**config.mk**
```make
export PLATFORM = sky130hd
export DESIGN_NAME = fir_filter_11_tap
export DESIGN_NICKNAME = d
export VERILOG_FILES = /design/src/design/fir11_pkg.sv /design/src/design/fir11_ram.sv /design/src/design/fir_filter_11_tap.sv
export SDC_FILE = /design/constraint.sdc
export NUM_CORES = 1
export LEC_CHECK = 0
export BUFFER_PORTS_ARGS = -buffer_cell sky130_fd_sc_hd__clkbuf_2
export CORE_MARGIN = 5
export CORE_UTILIZATION = 60
export CTS_CLUSTER_SIZE = 28
export DETAILED_ROUTE_END_ITERATION = 16
export MAX_ROUTING_LAYER = met4
export PLACE_DENSITY = 0.89
export SYNTH_ARGS = -nofsm -noshare
export SYNTH_HDL_FRONTEND = slang
export SYNTH_SLANG_ARGS = --single-unit
```
**constraint.sdc**
```tcl
create_clock -name i_clk -period 11.1 [get_ports i_clk]
set_clock_uncertainty 0.05 [all_clocks]
set_input_delay 1.11 -clock i_clk [delete_from_list [all_inputs] [get_ports i_clk]]
set_output_delay 1.11 -clock i_clk [all_outputs]
set_load 0.02 [all_outputs]
```
**src/design/fir11_pkg.sv**
```systemverilog
// ----------------------------------------------------------------------------
// fir11_pkg
// Widths and defaults used by the FIR filter.
// ----------------------------------------------------------------------------
package fir11_pkg;

    localparam int SAMPLE_W     = 16;  // audio sample width
    localparam int COEF_W       = 16;  // Q1.15 coefficient width
    localparam int FRAC_BITS    = 15;  // fractional bits of a coefficient
    localparam int CFG_W        = 64;  // configuration word width
    localparam int CFG_IDX_W    = 2;   // configuration register index width
    localparam int COEF_PER_CFG = CFG_W / COEF_W;
    localparam int TAPS_DEFAULT = 11;

    typedef logic signed [SAMPLE_W-1:0] t_sample;
    typedef logic signed [COEF_W-1:0]   t_coef;

endpackage

```
**src/design/fir11_ram.sv**
```systemverilog
// ----------------------------------------------------------------------------
// fir11_ram
// Generic simple dual-port RAM: one write port, one read port, registered
// read data.
// ----------------------------------------------------------------------------
module fir11_ram #(
    parameter int WIDTH = 16,
    parameter int DEPTH = 10,
    parameter int AW    = (DEPTH > 1) ? $clog2(DEPTH) : 1
) (
    input  logic             i_clk,
    input  logic             i_we,
    input  logic [AW-1:0]    i_waddr,
    input  logic [WIDTH-1:0] i_wdata,
    input  logic [AW-1:0]    i_raddr,
    output logic [WIDTH-1:0] o_rdata
);

    logic [WIDTH-1:0] r_mem [DEPTH];
    logic [WIDTH-1:0] r_rdata;

    always_ff @(posedge i_clk) begin
        if (i_we) begin
            r_mem[i_waddr] <= i_wdata;
        end
        r_rdata <= r_mem[i_raddr];
    end

    assign o_rdata = r_rdata;

endmodule

```
**src/design/fir_filter_11_tap.sv**
```systemverilog
// ----------------------------------------------------------------------------
// fir_filter_11_tap
// Direct-form FIR filter over signed 16-bit samples with Q1.15 coefficients.
// ----------------------------------------------------------------------------
// Each item is one sample x[n]; the filter returns one item
// y = sat16(trunc0(sum h[k]*x[n-k]) >> 15). Past samples live in a circular
// buffer in a small RAM of TAPS-1 entries, and one shared 16x16 multiplier
// takes one tap per cycle. Steps: a multiply step per tap, tap 0 on the new
// sample and each later tap on one RAM read; a drain step that folds the
// last product into the accumulator; a final step that rounds, saturates,
// loads the result and writes the sample back. A new item is taken once idle
// again, while the result may still wait in the output register; if still
// stalled, it holds the next item in its final step. The user must write
// coefficients through the configuration port only while idle; the block
// does not enforce it. Delay-line entries not yet written since reset read
// as zero, tracked by a fill count, so no clearing pass is needed.
module fir_filter_11_tap #(
    parameter int TAPS = fir11_pkg::TAPS_DEFAULT
) (
    input  logic                            i_clk,
    input  logic                            i_rst_n,
    // sample input channel
    input  logic                            i_in_valid,
    output logic                            o_in_stall,
    input  logic signed [fir11_pkg::SAMPLE_W-1:0] i_in_sample,
    // result channel
    output logic                            o_out_valid,
    input  logic                            i_out_stall,
    output logic signed [fir11_pkg::SAMPLE_W-1:0] o_out_sample,
    // configuration write channel
    input  logic                            i_cfg_valid,
    output logic                            o_cfg_ready,
    input  logic [fir11_pkg::CFG_IDX_W-1:0] i_cfg_index,
    input  logic [fir11_pkg::CFG_W-1:0]     i_cfg_data
);

    import fir11_pkg::*;

    localparam int DLEN       = TAPS - 1;
    localparam int AW         = (DLEN > 1) ? $clog2(DLEN) : 1;
    localparam int TW         = $clog2(TAPS);
    localparam int FW         = $clog2(DLEN + 1);
    localparam int CW         = (TW > FW) ? TW : FW;
    localparam int COEF_WORDS = (TAPS + COEF_PER_CFG - 1) / COEF_PER_CFG;
    localparam int PROD_W     = SAMPLE_W + COEF_W;
    localparam int ACC_W      = PROD_W + $clog2(TAPS);

    localparam logic signed [ACC_W-1:0] SAT_HI  = ACC_W'((1 << (SAMPLE_W - 1)) - 1);
    localparam logic signed [ACC_W-1:0] SAT_LO  = -ACC_W'(1 << (SAMPLE_W - 1));
    localparam logic signed [ACC_W-1:0] RND_NEG = ACC_W'((1 << FRAC_BITS) - 1);

    typedef enum logic [1:0] {
        S_IDLE,
        S_RUN,
        S_DRAIN,
        S_FIN
    } t_state;

    t_state                    r_state;
    logic [CFG_W-1:0]          r_coef [COEF_WORDS];
    t_sample                   r_x;
    logic [TW-1:0]             r_tap;
    logic [AW-1:0]             r_rd;
    logic [AW-1:0]             r_wp;
    logic [FW-1:0]             r_fill;
    logic signed [PROD_W-1:0]  r_prod;
    logic                      r_pvld;
    logic signed [ACC_W-1:0]   r_acc;
    logic                      r_ovld;
    t_sample                   r_y;

    logic [AW-1:0]             n_rd;
    t_sample                   n_y;
    t_coef                     c_tap [TAPS];
    t_coef                     cur_coef;
    t_sample                   cur_opd;
    logic [SAMPLE_W-1:0]       ram_rdata;
    logic                      ram_we;
    logic                      in_acc;
    logic                      out_free;
    logic signed [ACC_W-1:0]   acc_adj;
    logic signed [ACC_W-1:0]   acc_shr;

    // Tap k sits in a fixed slice of the coefficient words.
    for (genvar k = 0; k < TAPS; k++) begin : g_tap
        assign c_tap[k] = r_coef[k / COEF_PER_CFG][(k % COEF_PER_CFG) * COEF_W +: COEF_W];
    end

    function automatic logic [AW-1:0] ptr_dec(input logic [AW-1:0] p);
        return (p == '0) ? AW'(DLEN - 1) : p - AW'(1);
    endfunction

    function automatic logic [AW-1:0] ptr_inc(input logic [AW-1:0] p);
        return (p == AW'(DLEN - 1)) ? '0 : p + AW'(1);
    endfunction

    assign in_acc      = i_in_valid && !o_in_stall;
    assign out_free    = !r_ovld || !i_out_stall;
    assign o_in_stall  = (r_state != S_IDLE);
    assign o_cfg_ready = 1'b1;
    assign o_out_valid = r_ovld;
    assign o_out_sample = r_y;

    // Tap 0 uses the new sample; later taps use the RAM word read for them
    // in the previous cycle, or zero while that entry has never been written.
    assign cur_coef = c_tap[r_tap];
    always_comb begin
        if (r_tap == '0) begin
            cur_opd = r_x;
        end else if (CW'(r_tap) <= CW'(r_fill)) begin
            cur_opd = t_sample'(ram_rdata);
        end else begin
            cur_opd = '0;
        end
    end

    // The read address for delay entry j is wp-1-j. The first read is issued
    // at acceptance and repeated during tap 0 so its data lands on tap 1.
    always_comb begin
        if (r_state == S_IDLE) begin
            n_rd = ptr_dec(r_wp);
        end else if (r_state == S_RUN && r_tap != '0) begin
            n_rd = ptr_dec(r_rd);
        end else begin
            n_rd = r_rd;
        end
    end

    // Shift right with truncation toward zero, then saturate.
    assign acc_adj = r_acc + (r_acc[ACC_W-1] ? RND_NEG : '0);
    assign acc_shr = acc_adj >>> FRAC_BITS;
    always_comb begin
        if (acc_shr > SAT_HI) begin
            n_y = t_sample'(SAT_HI);
        end else if (acc_shr < SAT_LO) begin
            n_y = t_sample'(SAT_LO);
        end else begin
            n_y = t_sample'(acc_shr);
        end
    end

    // The write-back happens only in the final step, after every read of the
    // item, and the next item's reads start later, so accesses never overlap.
    assign ram_we = (r_state == S_FIN) && out_free;

    fir11_ram #(
        .WIDTH (SAMPLE_W),
        .DEPTH (DLEN),
        .AW    (AW)
    ) u_delay (
        .i_clk   (i_clk),
        .i_we    (ram_we),
        .i_waddr (r_wp),
        .i_wdata (r_x),
        .i_raddr (n_rd),
        .o_rdata (ram_rdata)
    );

    always_ff @(posedge i_clk) begin
        if (!i_rst_n) begin
            r_state <= S_IDLE;
            r_wp    <= '0;
            r_fill  <= '0;
            r_ovld  <= 1'b0;
            r_pvld  <= 1'b0;
            r_tap   <= '0;
            r_rd    <= '0;
            for (int w = 0; w < COEF_WORDS; w++) begin
                r_coef[w] <= '0;
            end
        end else begin
            r_rd <= n_rd;

            if (i_cfg_valid && o_cfg_ready) begin
                for (int w = 0; w < COEF_WORDS; w++) begin
                    if (i_cfg_index == CFG_IDX_W'(w)) begin
                        r_coef[w] <= i_cfg_data;
                    end
                end
            end

            // In the final step a taken result is replaced by the new one there.
            if (r_ovld && !i_out_stall && r_state != S_FIN) begin
                r_ovld <= 1'b0;
            end

            case (r_state)
                S_IDLE: begin
                    if (in_acc) begin
                        r_x     <= i_in_sample;
                        r_tap   <= '0;
                        r_acc   <= '0;
                        r_pvld  <= 1'b0;
                        r_state <= S_RUN;
                    end
                end
                S_RUN: begin
                    r_prod <= cur_coef * cur_opd;
                    r_pvld <= 1'b1;
                    if (r_pvld) begin
                        r_acc <= r_acc + ACC_W'(r_prod);
                    end
                    if (r_tap == TW'(TAPS - 1)) begin
                        r_state <= S_DRAIN;
                    end else begin
                        r_tap <= r_tap + TW'(1);
                    end
                end
                S_DRAIN: begin
                    r_acc   <= r_acc + ACC_W'(r_prod);
                    r_pvld  <= 1'b0;
                    r_state <= S_FIN;
                end
                S_FIN: begin
                    if (out_free) begin
                        r_y     <= n_y;
                        r_ovld  <= 1'b1;
                        r_wp    <= ptr_inc(r_wp);
                        if (r_fill != FW'(DLEN)) begin
                            r_fill <= r_fill + FW'(1);
                        end
                        r_state <= S_IDLE;
                    end
                end
                default: begin
                    r_state <= S_IDLE;
                end
            endcase
        end
    end

`ifndef SYNTH
    a_fill_range: assert property (@(posedge i_clk) disable iff (!i_rst_n)
        r_fill <= FW'(DLEN))
        else $error("delay-line fill count exceeds its depth");

    a_wp_range: assert property (@(posedge i_clk) disable iff (!i_rst_n)
        r_wp <= AW'(DLEN - 1))
        else $error("write pointer outside the delay line");

    a_busy_after_accept: assert property (@(posedge i_clk) disable iff (!i_rst_n)
        in_acc |=> o_in_stall)
        else $error("filter took an item without going busy");

    a_result_from_fin: assert property (@(posedge i_clk) disable iff (!i_rst_n)
        $rose(o_out_valid) |-> $past(r_state == S_FIN))
        else $error("result appeared outside the final step");

    a_drain_has_product: assert property (@(posedge i_clk) disable iff (!i_rst_n)
        (r_state == S_DRAIN) |-> r_pvld)
        else $error("last product missing at drain");
`endif

endmodule
```
# --- Yosys cells after proc, flatten, opt, wreduce, memory -nomap -nowiden ---
# Memory sizes are Yosys's and may differ from the RTL's. A register that Yosys moved wholly into a read port is not among the register bits.
# Cells that the tools add are included.
word_totals:
  reg_bits: 120
  latch_bits: 0
  ram_bits: 352
  rom_bits: 0
  out_inout_bits: 19
  elab_cells: 115
  mem_count: 2
memory_table:
  columns: ["name", "words", "word_bits", "read_ports", "rd_ports_with_merged_regs", "wr", "line", "rtl"]
  rows:
  - ["r_coef", 3, 64, 3, 0, 3, "fir_filter_11_tap.sv:60", "logic [CFG_W-1:0] r_coef [COEF_WORDS];"]
  - ["u_delay.r_mem", 10, 16, 1, 1, 1, "fir11_ram.sv:19", "logic [WIDTH-1:0] r_mem [DEPTH];"]
classes:
  addsub: 7
  n_mul: 1
  div_mod_pow: 0
  magnitude_cmp: 4
  eq_ne: 14
  shift: 0
  n_mux: 45
  n_bitwise: 4
  reduce_logical: 27
ops:
  columns: ["cell", "n"]
  rows:
  - ["$mux W64", 3]
  - ["$pmux W36 S3", 1]
  - ["$mux W16", 5]
  - ["$mux W36", 2]
  - ["$bmux W16 S4", 1]
  - ["$add A36 B15 Y36", 1]
  - ["$add A36 B32 Y36", 1]
  - ["$mul A16 B16 Y32", 1]
  - ["$mux W4", 7]
  - ["$gt A21 B16 Y1 const B", 1]
  - ["$lt A21 B16 Y1 const B", 1]
  - ["$mux W1", 19]
  - ["$mux W15", 1]
  - ["$reduce_and A3 Y1", 5]
  - ["$add A4 B1 Y4 const B", 3]
  - ["$logic_not A4 Y1", 3]
  - ["$ne A2 B2 Y1 const B", 5]
  - ["$eq A4 B4 Y1 const B", 2]
  - ["$pmux W2 S4", 1]
  - ["$pmux W4 S2", 1]
  - ["$sub A4 B1 Y4 const B", 2]
  - ["$eq A2 B2 Y1 const B", 3]
  - ["$mux W2", 3]
  - ["$reduce_and A2 Y1", 3]
  - ["16 further kinds", 27]

# --- Logic depth before layout (Yosys ltp) ---
# Gate-level depths: netlist of the first run.
logic_depth:
  ltp_word: 6
  ltp_mapped: 35
  depth_no_buf: 31

# --- Modules after synthesis ---
# From an unflattened synthesis of the first run, not the netlist that was laid out.
hier_totals:
  hier_cells: 2550
  hier_area_um2: 30950.9
by_module_without_submodules:
  columns: ["module", "instances", "cells_per_inst", "area_per_inst_um2", "seq_area_each_um2"]
  rows:
  - ["fir_filter_11_tap", 1, 2192, 24238.2, 8688.3]
  - ["fir11_ram", 1, 358, 6712.7, 5124.9]

# --- Least setup slack after synthesis of the first run ---
# Ideal clock, no wire load.
synth_timing:
  kind: "register to register"
  from: "register r_tap[1]"
  to: "register r_prod[30], data pin"
  setup_time_ns: 0.259
  arrival_ns: 8.024
  slack_ns: 2.768
  path_stages_with_launch: 32
  n_path_buf: 7
  synth_period_minus_slack_ns: 8.332
  cell_sequence: "dfxtp_1 > clkbuf_1 > buf_2 > buf_1 > inv_1 > ha_1 > nor3b_1 > buf_2 > nor2_1 > clkbuf_1 > a22o_1 > clkbuf_1 > nand2_1 > fa_1 > inv_1 > fa_1 > inv_1 > fa_1 > fa_1 > inv_1 > fa_1 > fa_1 > ha_1 > clkbuf_1 > and4_1 > and3_1 > a31o_2 > a21o_1 > a211oi_1 > a21oi_1 > o21ai_0 > nor3_1"
synth_between:
  elab_chain_len: 5
  word_cells_on_any_way: 9
  classes_between: "1 x mul; 1 x order compare; 5 x mux; 1 x bitwise; 1 x reduce/logical"
synth_rtl:
  columns: ["element", "line", "rtl"]
  rows:
  - ["start: declaration", "fir_filter_11_tap.sv:62", "logic [TW-1:0] r_tap;"]
  - ["start signal: assignment", "fir_filter_11_tap.sv:206", "r_tap <= r_tap + TW'(1);"]
  - ["$not A4 Y5 (implied by the code)", "fir_filter_11_tap.sv:106", "assign cur_coef = c_tap[r_tap];"]
  - ["$bmux W16 S4", "fir_filter_11_tap.sv:106", null]
  - ["$mux W16 (implied by the code) (2 in a row)", "fir_filter_11_tap.sv:106", null]
  - ["$mul A16 B16 Y32 *", "fir_filter_11_tap.sv:198", "r_prod <= cur_coef * cur_opd;"]
  - ["end signal: assignment", "fir_filter_11_tap.sv:198", null]
  - ["end: declaration", "fir_filter_11_tap.sv:66", "logic signed [PROD_W-1:0] r_prod;"]
# Every way passes the cells marked *; elsewhere a longest branch is shown, timed or not. The select of a mux whose other input is x is not followed.
# A chain may end at the register's enable or synchronous reset.

# --- Final worst setup path of the first run ---
layout_timing:
  from: "register r_tap[0]"
  to: "register r_prod[25], data pin"
# Same word-level chain as after synthesis.

==> flow_summary.yaml, run 1 <==
clocking:
  cts_tree: "built"
  cts.repair.resized: 0
  ctsHtreeMaxLevel: 2
  insertion_delay_ps: 590
  clock_path_buffers: 3
  cts.sinks: 472
  path_clk_slew_ps: 70
  root_buffer: "clkbuf_16"
  post_cts_buffers: 0
  postCtsHoldBufs: 0
  cts_made_buffers: 46
sta:
  setup_tns_ps: 0
  rsz0062_at_grt: "no"
  fmax_ghz: 0.112
  fin_crit_sh_pct: 80.7
  setup_viol: 0
  period_needed_ps: 8960
  relSlewSlack_pct: 15.4
  worst_pin_slew_ps: 1270
  maxSlewViolCount: 0
  finalHoldViolCount: 0
global_route:
  grt_pass1_wl_mm: 112
  grt_start_max_net_pins: 65
  grt_pass1_vias: 20915
  gr-total-overflow: 0
  antenna_found_initial: 0
  grt.total_usage_pct: 26.1
floorplan:
  dieWidth_um: 235
  die_y_um: 235
  io_pins: 106
  core_area_sq_um: 50200
  start_util_pct: 60.7
  placementRows: 82
  die_area_sq_um: 55400
placement:
  dp_hpwl_mm: 50.4
  place_inst: 3179
  finalWeightedCongestion: 1.02
  port_buffers: 104
yosys:
  synth_top_area_share_pct: 43.0
  async_flop_share_pct: 0
  synth_edf_count: 436
  synth_cells: 2458
  synth_cell_types: 74
  synth.largest_area_cell: "edfxtp_1"
  avgSynthCellArea_sq_um: 12.4
  synthTopCellsByArea: "edfxtp_1 43%, fa_1 17%, ha_1 5.9%, mux4_2 4.7%, inv_1 4.1%"
  seq_area_frac_synth_pct: 45.3
  synth_nets: 2952
  syn_area_sq_um: 30500
  synth-seq-cells: 472
  yosys_warnings: 0
  synth_ff_type: "edfxtp_1"
drt:
  wl_mm: 69.9
  num_vias: 19469
  drc: 0
  wire_per_inst_um: 21.4
  drtPass1Iterations: 6
  ant_nets: 0
  drt_iter0_drc: 1854
  via_per_inst: 5.97
finish:
  fillerInstances: 3426
  antenna_cells: 0
  drive_gt1_share_pct: 12.1
  area_growth_syn_to_layout_pct: 9.03
  seq_area_sq_um: 13800
  multi_input_area_sq_um: 15100
  nets: 3049
  fin_cells: 3262
worst_setup_path:
  crit_type: "reg2reg"
  critPathLaunchType: "flip-flop"
  worst_ep_required_time_ps: 11370
  worst-endpoint-arrival_ps: 9220
  cp_max_fo: 20
  critPathCaptureType: "flip-flop"
run:
  drv_cap: 0
hold_path:
  hold_path.class: "reg2reg"
outcome:
  status: "completed"
==> per-layer routing <==
layer	GRT usage [%]	share of wire [%]	up-vias
met5	-	0	-
met4	8.53	3.8	0
met3	5.46	8.9	195
met2	43.3	49	998
met1	32.7	38	9642
li1	-	-	8634
==> placed cells by master, fill, tap and decap left out, drive strengths merged, types with 11 or more instances in the layout <==
| cell type | count |
|---|---|
| edfxtp | 436 |
| inv | 334 |
| fa | 263 |
| nor2 | 217 |
| nand2 | 171 |
| clkbuf | 170 |
| ha | 144 |
| mux2i | 86 |
| and2 | 85 |
| a21oi | 85 |
| o21ai | 74 |
| mux4 | 64 |
| xnor2 | 55 |
| nand2b | 36 |
| dfxtp | 36 |
| buf | 31 |
| a21o | 27 |
| xor2 | 25 |
| a22oi | 19 |
| nand3 | 19 |
| nor3 | 18 |
| and3 | 17 |
| a22o | 13 |
| nor2b | 12 |
| o22ai | 12 |
| clkinv | 11 |
==> stage by stage <==
| stage | util (%) | setup WS [ps] | hold slack, ps | cell area (sq um) |
|---|---|---|---|---|
| 2_1_floorplan | - | 2770 | 404 | 30500 |
| 3_3_place_gp | 63.3 | 2530 | 414 | 31800 |
| 3_5_place_dp | 63.3 | 2280 | 426 | 31800 |
| 4_1_cts | 66.2 | 2180 | 437 | 33200 |
| 5_1_grt | 66.2 | 1490 | 508 | 33200 |
| 6_report | 66.2 | 2140 | 449 | 33200 |
==> state kept, by name, indices dropped and copies added, names as in the netlist <==
signal / flops
r_wp: 4
r_tap: 4
r_rd: 4
r_prod: 32
o_out_sample: 16
r_state: 2
r_pvld: 1
o_out_valid: 1
r_fill: 4
u_delay.r_mem: 160
u_delay.o_rdata: 16
r_acc: 36
r_coef: 176
r_x: 16
==> critical path, cell delays in order (launching register included) <==
cell,delay [ps]
dfxtp_2,680
inv_1,230
nor2_1,950
a21oi_1,200
o22ai_1,890
nand2_1,200
fa_1,570
fa_1,530
fa_1,530
inv_1,60
fa_1,500
fa_1,490
inv_1,50
fa_1,480
inv_1,50
ha_1,370
a211oi_2,310
o21ai_0,170
and4_4,240
a311o_1,370
a211o_1,330
a31o_1,230
a21oi_2,150
xnor2_1,80
==> kinds of logic after synthesis <==
family                     Yosys count  synth area share [%]
AOI/OAI and AO/OA                  317                  6.91
xor gates and xnor gates            80                  2.30
adders and majority gates          407                  23.2
buffers and inverters              419                  5.35
DFF                                472                  45.3
muxes                              150                  7.56
other                                1                0.0123
and+or+nand+nor                    612                  9.35
==> cells in the mapped netlist (all sizes together), types with 4 or more instances <==
| cell type | n |
|---|---|
| a211o | 4 |
| a211oi | 9 |
| a21boi | 5 |
| a21o | 27 |
| a21oi | 85 |
| a22o | 13 |
| a22oi | 19 |
| a31o | 6 |
| a31oi | 8 |
| and2 | 85 |
| and3 | 17 |
| and4 | 5 |
| buf | 36 |
| clkbuf | 50 |
| dfxtp | 36 |
| edfxtp | 436 |
| fa | 263 |
| ha | 144 |
| inv | 333 |
| mux2i | 86 |
| mux4 | 64 |
| nand2 | 171 |
| nand2b | 36 |
| nand3 | 19 |
| nand4 | 9 |
| nor2 | 217 |
| nor2b | 12 |
| nor3 | 18 |
| nor3b | 6 |
| o211a | 4 |
| o211ai | 8 |
| o21a | 8 |
| o21ai | 74 |
| o21bai | 7 |
| o22a | 7 |
| o22ai | 12 |
| or2 | 10 |
| or3 | 4 |
| xnor2 | 55 |
| xor2 | 25 |
==> final timing paths <==
kind | depth (start not counted) | slack [ps] | from | endpoint
max | 23 | 2140 | r_tap[0] | r_prod[25]
min | 2 | 450 | r_pvld | r_pvld
max reg2reg | 23 | 2140 | r_tap[0] | r_prod[25]
min reg2reg | 2 | 450 | r_pvld | r_pvld
==> final cells by class <==
cell class,instances,share of cell area [%]
multi-input combinational,1567,45.4
sequential,472,41.6
timing repair buffer,135,2.27
tap,672,2.53
clock inverter,17,0.572
inverter,333,3.76
clock buffer,66,3.85
Power of run 1 is left out: the tool's default activity adds up to more than one toggle a clock period on the data nets, which glitch-free logic cannot reach.
==> inputs of run 2 (changes only) <==
--- a/config.mk
+++ b/config.mk
@@ -7,7 +7,7 @@
 export LEC_CHECK = 0
 export BUFFER_PORTS_ARGS = -buffer_cell sky130_fd_sc_hd__clkbuf_2
 export CORE_MARGIN = 5
-export CORE_UTILIZATION = 60
+export CORE_UTILIZATION = 57
 export CTS_CLUSTER_SIZE = 28
 export DETAILED_ROUTE_END_ITERATION = 16
 export MAX_ROUTING_LAYER = met4
==> constraint.sdc (replaced) <==
create_clock -name i_clk -period 7.9 [get_ports i_clk]
set_clock_uncertainty 0.05 [all_clocks]
set_input_delay 0.79 -clock i_clk [delete_from_list [all_inputs] [get_ports i_clk]]
set_output_delay 0.79 -clock i_clk [all_outputs]
set_load 0.02 [all_outputs]
==> run 2 against run 1 <==
Fmax grew 16%. Clock-buffer cell count shrank 3. Cell count grew 2.6%. Critical path type unchanged. Via count grew 1.6%. Critical endpoint unchanged.
==> flow_summary.yaml, run 2 (synthesized netlist as in run 1, its figures left out) <==
placement:
  dp_hpwl_mm: 50.8
  finalWeightedCongestion: 1.01
  port_buffers: 104
global_route:
  antenna_found_initial: 1
  grt.total_usage_pct: 25.1
  grt_start_max_net_pins: 65
  grt_pass1_vias: 20816
  gr-total-overflow: 0
  grt_pass1_wl_mm: 112
drt:
  via_per_inst: 5.91
  wl_mm: 70.3
  ant_nets: 0
  num_vias: 19790
  drt_iter0_drc: 2086
  wire_per_inst_um: 21.0
  drc: 0
  drtPass1Iterations: 5
outcome:
  status: "completed"
finish:
  drive_gt1_share_pct: 16.7
  largest_register: "r_coef"
  largest_reg_flops: 176
  fillerInstances: 3665
  layout_common_cells: "436 x edfxtp_1, 327 x inv_1, 255 x fa_1"
  nets: 3114
  area_growth_syn_to_layout_pct: 12.0
  mostFrequentLayoutCell: "edfxtp_1"
  reg.largest.list: "r_coef (176), u_delay.r_mem (160), r_acc (36)"
worst_setup_path:
  cpPeakStageDelay_ps: 520
  crit_start: "r_tap[1]"
  cp_max_fo: 7
  crit_slowest_cell: "fa_1"
  worst_ep_required_time_ps: 8190
  cp_num_buf_inv: 7
  critPathLaunchType: "flip-flop"
  crit_family: "adder cells"
  r2r_setup_slack_ps: 190
  critPathCaptureType: "flip-flop"
  worst-endpoint-arrival_ps: 8000
  reg2reg_from: "r_tap[1]"
  crit_type: "reg2reg"
clocking:
  path_clk_slew_ps: 60
  root_buffer: "clkbuf_16"
  clock_path_buffers: 3
  cts_made_buffers: 47
  insertion_delay_ps: 600
  cts_tree: "built"
  cts.sinks: 472
  ctsHtreeMaxLevel: 2
sta:
  worst_pin_slew_ps: 1180
  relSlewSlack_pct: 20.9
  period_needed_ps: 7710
  maxSlewViolCount: 0
  fin_crit_sh_pct: 97.6
  setup_tns_ps: 0
  finalHoldViolCount: 0
  setup_viol: 0
  fmax_ghz: 0.130
floorplan:
  die_y_um: 241
  core_area_sq_um: 52800
  die_area_sq_um: 58200
  start_util_pct: 57.8
  io_pins: 106
  dieWidth_um: 241
  placementRows: 84
hold_path:
  min_from: "i_in_sample[14]"
  hold_path.class: "in2reg"
run:
  drv_cap: 0
-- run 2: cell types whose count changed in the layout (fill, tap and decap cells not counted), moves of 6 or more --
cell,change
ha_2,+6
buf_6,+7
fa_2,+8
a21oi_2,+7
ha_1,-9
buf_4,+49
a21oi_1,-7
a22oi_2,+7
nor2_2,+14
a22oi_1,-7
a22o_1,-9
nor2_1,-15
fa_1,-8
-- run 2: per-layer routing --
| metal | up-vias | global-route usage, % | routed length [um] |
|---|---|---|---|
| met5 | - | - | 0 |
| met3 | 169 | 3.55 | 5260 |
| met4 | 0 | 8.33 | 2390 |
| li1 | 8771 | - | - |
| met1 | 9867 | 32.5 | 27900 |
| met2 | 983 | 41.4 | 34800 |
-- run 2: layout make-up --
type                    instances  area [sq um]  area share, %
diodes                          1          2.50        0.00733
repair buffers                199          1360           3.97
clock inverters                23           230          0.675
multi-input cells            1567         15300           45.0
inverters                     333          1250           3.66
clock buffers                  63          1260           3.69
well taps                     688           861           2.52
flip-flops and latches        472         13800           40.5
-- run 2: metrics by stage --
| step | setup WS [ps] | std cells | instance area (sq um) | hold WS, ps | util [%] |
|---|---|---|---|---|---|
| final | 189 | 3346 | 34100 | 312 | 64.7 |
| after global routing | -57.6 | 3346 | 34100 | 293 | 64.7 |
| after CTS | 3.01 | 3320 | 33600 | 294 | 63.7 |
| after detailed placement | -116 | 3234 | 32100 | 464 | 60.9 |
| after global placement | 173 | 3234 | 32100 | 416 | 60.9 |
| after floorplan | 43.8 | 2458 | 30500 | 404 | - |
-- run 2: timing repair --
action                     in CTS  in global routing
setup endpoints to repair       2                 10
pin swaps                       1                 27
buffers inserted                0                 21
gates resized for setup         5                 78
hold buffers                    0                  0
cloned                          0                  4
-- run 2: worst reg2reg max path, delay by kind of cell, from the launching register on --
family,cells,cell delay (ps)
fa+ha+maj,8,3260
compound gates,10,1950
simple gates,5,1000
buf+inv,7,750
flops,1,400
xor+xnor,1,80
-- run 2: final timing paths --
check / cells past startpoint / endpoint
worst min register to register: 2 / r_pvld
worst max-delay path: 31 / r_prod[25]
worst min-delay path: 1 / r_x[14]
worst max register to register: 31 / r_prod[25]
Power of run 2 is left out for the same reason.
